==> src/rtl/core/spe_pkg.sv <==
// ----------------------------------------------------------------------------
// spe_pkg
// shared constants, op codes, state type and control structs for the
// shortest path engine
// ----------------------------------------------------------------------------
`default_nettype none

package spe_pkg;

    localparam int DEF_MAX_NODES = 64;
    localparam int DEF_MAX_EDGES = 256;
    localparam int DEF_COST_BITS = 32;
    localparam int DEF_DIST_BITS = 48;

    localparam int NODE_PORT_W = 6;
    localparam int COST_PORT_W = 32;
    localparam int CFG_W       = 7;
    localparam int OP_W        = 2;

    localparam logic [CFG_W-1:0] NODE_COUNT_RESET = 7'd64;

    localparam logic [OP_W-1:0] OP_CLEAR = 2'd0;
    localparam logic [OP_W-1:0] OP_ADD   = 2'd1;
    localparam logic [OP_W-1:0] OP_QUERY = 2'd2;

    typedef enum logic [2:0] {
        ST_IDLE,
        ST_SCAN,
        ST_DRAIN,
        ST_PICK,
        ST_EDGE_RD,
        ST_EDGE_CHK,
        ST_RELAX
    } state_t;

    typedef struct packed {
        logic load_edge;
        logic clear_graph;
        logic q_init;
        logic scan_start;
        logic scan_step;
        logic settle;
        logic edge_start;
        logic edge_issue;
        logic edge_next;
        logic relax_issue;
        logic relax_write;
        logic finish_found;
        logic finish_none;
    } cmd_t;

    typedef struct packed {
        logic q_bad;
        logic scan_last;
        logic found;
        logic pick_is_dst;
        logic edge_empty;
        logic edge_last;
        logic relax_ok;
    } status_t;

endpackage

`default_nettype wire

==> src/rtl/core/spe_ctrl.sv <==
// ----------------------------------------------------------------------------
// spe_ctrl
// query sequencer: minimum scan, settle, edge walk and relax steps
// ----------------------------------------------------------------------------
`default_nettype none

module spe_ctrl (
    input  wire logic                     clk,
    input  wire logic                     rst_n,
    input  wire logic                     start,
    input  wire logic [spe_pkg::OP_W-1:0] op,
    input  wire spe_pkg::status_t         status,
    output spe_pkg::cmd_t                 cmd,
    output logic                          busy
);
    import spe_pkg::*;

    state_t state_reg;
    state_t state_next;

    always_ff @(posedge clk or negedge rst_n)
    begin
        if (!rst_n)
        begin
            state_reg <= ST_IDLE;
        end
        else
        begin
            state_reg <= state_next;
        end
    end

    always_comb
    begin
        state_next = state_reg;
        cmd        = '0;
        busy       = (state_reg != ST_IDLE);
        case (state_reg)
            ST_IDLE:
            begin
                if (start)
                begin
                    case (op)
                        OP_CLEAR: cmd.clear_graph = 1'b1;
                        OP_ADD:   cmd.load_edge   = 1'b1;
                        OP_QUERY:
                        begin
                            if (status.q_bad)
                            begin
                                cmd.finish_none = 1'b1;
                            end
                            else
                            begin
                                cmd.q_init     = 1'b1;
                                cmd.scan_start = 1'b1;
                                state_next     = ST_SCAN;
                            end
                        end
                        default: ;
                    endcase
                end
            end
            ST_SCAN:
            begin
                cmd.scan_step = 1'b1;
                if (status.scan_last)
                begin
                    state_next = ST_DRAIN;
                end
            end
            ST_DRAIN:
            begin
                state_next = ST_PICK;
            end
            ST_PICK:
            begin
                if (!status.found)
                begin
                    cmd.finish_none = 1'b1;
                    state_next      = ST_IDLE;
                end
                else
                begin
                    cmd.settle = 1'b1;
                    if (status.pick_is_dst)
                    begin
                        cmd.finish_found = 1'b1;
                        state_next       = ST_IDLE;
                    end
                    else if (status.edge_empty)
                    begin
                        cmd.scan_start = 1'b1;
                        state_next     = ST_SCAN;
                    end
                    else
                    begin
                        cmd.edge_start = 1'b1;
                        state_next     = ST_EDGE_RD;
                    end
                end
            end
            ST_EDGE_RD:
            begin
                cmd.edge_issue = 1'b1;
                state_next     = ST_EDGE_CHK;
            end
            ST_EDGE_CHK, ST_RELAX:
            begin
                if ((state_reg == ST_EDGE_CHK) && status.relax_ok)
                begin
                    cmd.relax_issue = 1'b1;
                    state_next      = ST_RELAX;
                end
                else
                begin
                    cmd.relax_write = (state_reg == ST_RELAX);
                    if (status.edge_last)
                    begin
                        cmd.scan_start = 1'b1;
                        state_next     = ST_SCAN;
                    end
                    else
                    begin
                        cmd.edge_next = 1'b1;
                        state_next    = ST_EDGE_RD;
                    end
                end
            end
            default:
            begin
                state_next = ST_IDLE;
            end
        endcase
    end

endmodule

`default_nettype wire

==> config.mk <==
export PLATFORM = sky130hd
export DESIGN_NAME = spe_ctrl
export DESIGN_NICKNAME = d
export VERILOG_FILES = /design/src/rtl/core/spe_pkg.sv /design/src/rtl/core/spe_ctrl.sv
export SDC_FILE = /design/constraint.sdc
export NUM_CORES = 1
export LEC_CHECK = 0
export CORE_AREA = 3 3 41 43
export CTS_CLUSTER_DIAMETER = 60
export DETAILED_ROUTE_END_ITERATION = 7
export DIE_AREA = 0 0 44 46
export DONT_BUFFER_PORTS = 1
export PLACE_DENSITY = 0.52
export SLEW_MARGIN = 15
export SYNTH_ARGS = -nofsm -noshare
export SYNTH_HDL_FRONTEND = slang
export SYNTH_SLANG_ARGS = --single-unit
==> constraint.sdc <==
create_clock -name clk -period 2.1 [get_ports clk]
set_input_delay 0 -clock clk [delete_from_list [all_inputs] [get_ports clk]]
set_output_delay 0 -clock clk [all_outputs]
set_load 0.03 [all_outputs]
==> qor.csv <==
metric,value,unit
clock buffer count from CTS,3,
H-tree depth,1,
Mean Syn Cell Area,7.85,sq um
Rows,13,
unrepaired setup endpoints after global routing,no,
Layout area overhead,28.6,%
nets,72,
worst-path cell chain,or3_1 > nor3_4 > a21oi_1 > o21ai_1 > buf_4,
vias in the first global route,324,
Iter 0 DRT Violations,3,
wire per inst,12.8,microns
Crit path largest cell delay,0.58,ns
maximum clock rate,0.538,GHz
Initial Util,28.2,%
Multi-input gate area,265,sq um
post-synth net total,60,
largest net degree at the start of global routing,15,
die height,46,microns
worst vdd ir,0.637,mV
"Seq/Total Area, Yosys",19.9,%
highest-delay cell along the critical path,or3_1,
Skew-Pair Late Insertion Delay,0.23,ns
initial antenna violation count,0,
power density cells,1240,mW/mm^2
dominant cell type by area after synthesis,dfrtp_1,
Vias,389,
crit path kind,flip-flop to output pin,
n_diodes,0,
Die Wd,44,microns
Unique masters post-synth,31,
final setup skew,0.00217,ns
Int Pwr,0.302,mW
sequential standard cell area,75.1,sq um
CTS max path bufs,2,
CTS resizes,0,
Root Driver,clkbuf_4,
critical path required time,2.10,ns
Flop pwr share,19.1,%
crit path DAT,1.86,ns
Clock Sinks,3,
PnR Total Power,0.602,mW
area share of the largest cell type after synthesis,19.9,%
DR pass1 iterations,2,
fin. max-slew vios,0,
Combinational Power Share,64.3,%
total length of routed wires,950,microns
first-pass GRT wire length,1460,microns
aggregate global-route resource usage,10.1,%
max FFs per register,3,
Fin Setup TNS,0,ns
yosys warns,0,
outcome,"complete, no violations",
fin crit share,88.5,%
share of post-route cells with drive strength above 1,23.7,%
Final setup viols,0,
largest cells by area after synthesis,"dfrtp_1 20%, nor2b_1 6.6%, a21oi_1 5.3%, nor3_4 4.3%, o21ai_1 4.0%",
ANT nets after route,0,
Sw Ratio,49.9,%
Clock transition at path regs,0.04,ns
Synth Register Bits,3,
GR Overflow Total,0,
placer congestion estimate,0.735,
DR vias/cell,5.26,
CP startpoint kind,flip-flop,
leakage,0.219,nW
min Tclk post-route,1.86,ns
Synth Instances,48,
Least-Margin Pin Slew,0.568,ns
Tightest Hold Check Type,primary input to flip-flop,
maxcap violations,0,
Final Hold Viols,0,
Die Area,0.00202,sq mm
Sw Pwr,0.301,mW
Clk pwr share,16.6,%
CTS tree,yes,
Core Area,0.00133,sq mm
fillcell total,152,
DRC viols,0,
worst rel slew slack,62.0,%
highest net fanout along the worst path,14,
kind of end point of the critical path,output pin,
synthesized area,377,sq um
num ports,26,
Port Buf Inserts,0,
post-DP HPWL,756,microns
==> critical path: cells and delay by family, from the launching register on <==
kind / cells / cell delay [ns]
flops: 1 / 0.49
buf+inv: 1 / 0.17
simple gates: 2 / 0.84
compound gates: 2 / 0.14
==> routing by layer <==
metal	part of all wire, %	vias up	GRT usage [%]
met1	45	175	12.9
met3	11	0	4.35
met4	0	0	7.23
met2	44	15	13.4
met5	0	-	0
li1	-	199	-
==> layout by cell type, fill, tap and decap left out, types with 2 or more instances in the layout <==
cell type / synthesis / final
nand3b_1: 2 / 2
buf_4: 0 / 9
inv_1: 3 / 3
dfrtp_1: 3 / 3
nor2_1: 3 / 3
dlygate4sd3_1: 0 / 2
o21ai_1: 3 / 3
clkbuf_4: 0 / 3
a21oi_1: 4 / 4
nor3b_1: 2 / 2
nor2b_1: 4 / 4
==> path summary, 6_finish.rpt <==
kind                         startpoint      endpoint  slack [ns]  cells past startpoint
min in group asynchronous         rst_n  state_reg[1]        0.02                      1
max in group asynchronous         rst_n  state_reg[2]        1.94                      1
min reg2reg                state_reg[2]  state_reg[1]        0.63                      2
min                           status[2]  state_reg[0]        0.01                      2
max                        state_reg[0]        cmd[9]        0.24                      5
max reg2reg                state_reg[0]  state_reg[0]        0.49                      4
==> final cells by class <==
type	instances	area share, %
inverter	3	2.33
sequential	3	15.5
clock buffer	4	5.43
timing repair buffer	11	18.1
tap	15	3.88
multi-input combinational	38	54.8
==> kinds of logic (layout without fill, tap and decap cells) <==
family	count (synthesis)	in the layout	synth area share [%]
buf+inv	7	18	9.63
compound gates	14	14	24.9
simple gates	24	24	45.5
flops	3	3	19.9
==> cells in the mapped netlist <==
cell,number
a211oi_1,1
a21boi_0,1
a21oi_1,4
a31o_1,1
and2_1,1
and3_1,1
and3b_1,1
buf_2,2
buf_6,1
clkbuf_1,1
dfrtp_1,3
inv_1,3
nand2_1,1
nand2b_1,1
nand2b_4,1
nand3_1,1
nand3b_1,2
nand4b_1,1
nor2_1,3
nor2b_1,4
nor3_1,1
nor3_4,1
nor3b_1,2
nor4b_1,1
nor4bb_1,1
o21ai_1,3
o21bai_1,1
o2bb2ai_1,1
o311ai_1,1
o32a_1,1
or3_1,1
==> power by group through the flow <==
| stage | Clock, mW | Combinational, mW | Sequential (mW) |
|---|---|---|---|
| 6_report | 0.100 | 0.387 | 0.115 |
| 2_1_floorplan | 0 | 0.352 | 0.0971 |
| 4_1_cts | 0.106 | 0.391 | 0.116 |
| 3_5_place_dp | 0 | 0.386 | 0.117 |
| 3_3_place_gp | 0 | 0.384 | 0.115 |
| 5_1_grt | 0.116 | 0.421 | 0.120 |
==> what timing repair did <==
action / in CTS / in global routing
endpoints found under the hold margin: 5 / 0
hold buffers: 2 / 0
buffers inserted: 0 / 0
==> through the flow <==
| stage | cells | setup slack (ns) | instance area, sq um | util (%) | hold WS, ns |
|---|---|---|---|---|---|
| 5_1_grt | 74 | 0.0860 | 484 | 36.3 | 0.00322 |
| 2_1_floorplan | 48 | 0.143 | 377 | - | -0.296 |
| 3_3_place_gp | 68 | 0.488 | 438 | 32.8 | -0.295 |
| 4_1_cts | 74 | 0.203 | 484 | 36.3 | 0.00562 |
| 6_report | 74 | 0.241 | 484 | 36.3 | 0.0118 |
| 3_5_place_dp | 68 | 0.457 | 438 | 32.8 | -0.296 |
No activity file was read; power rests on OpenSTA's default activity.
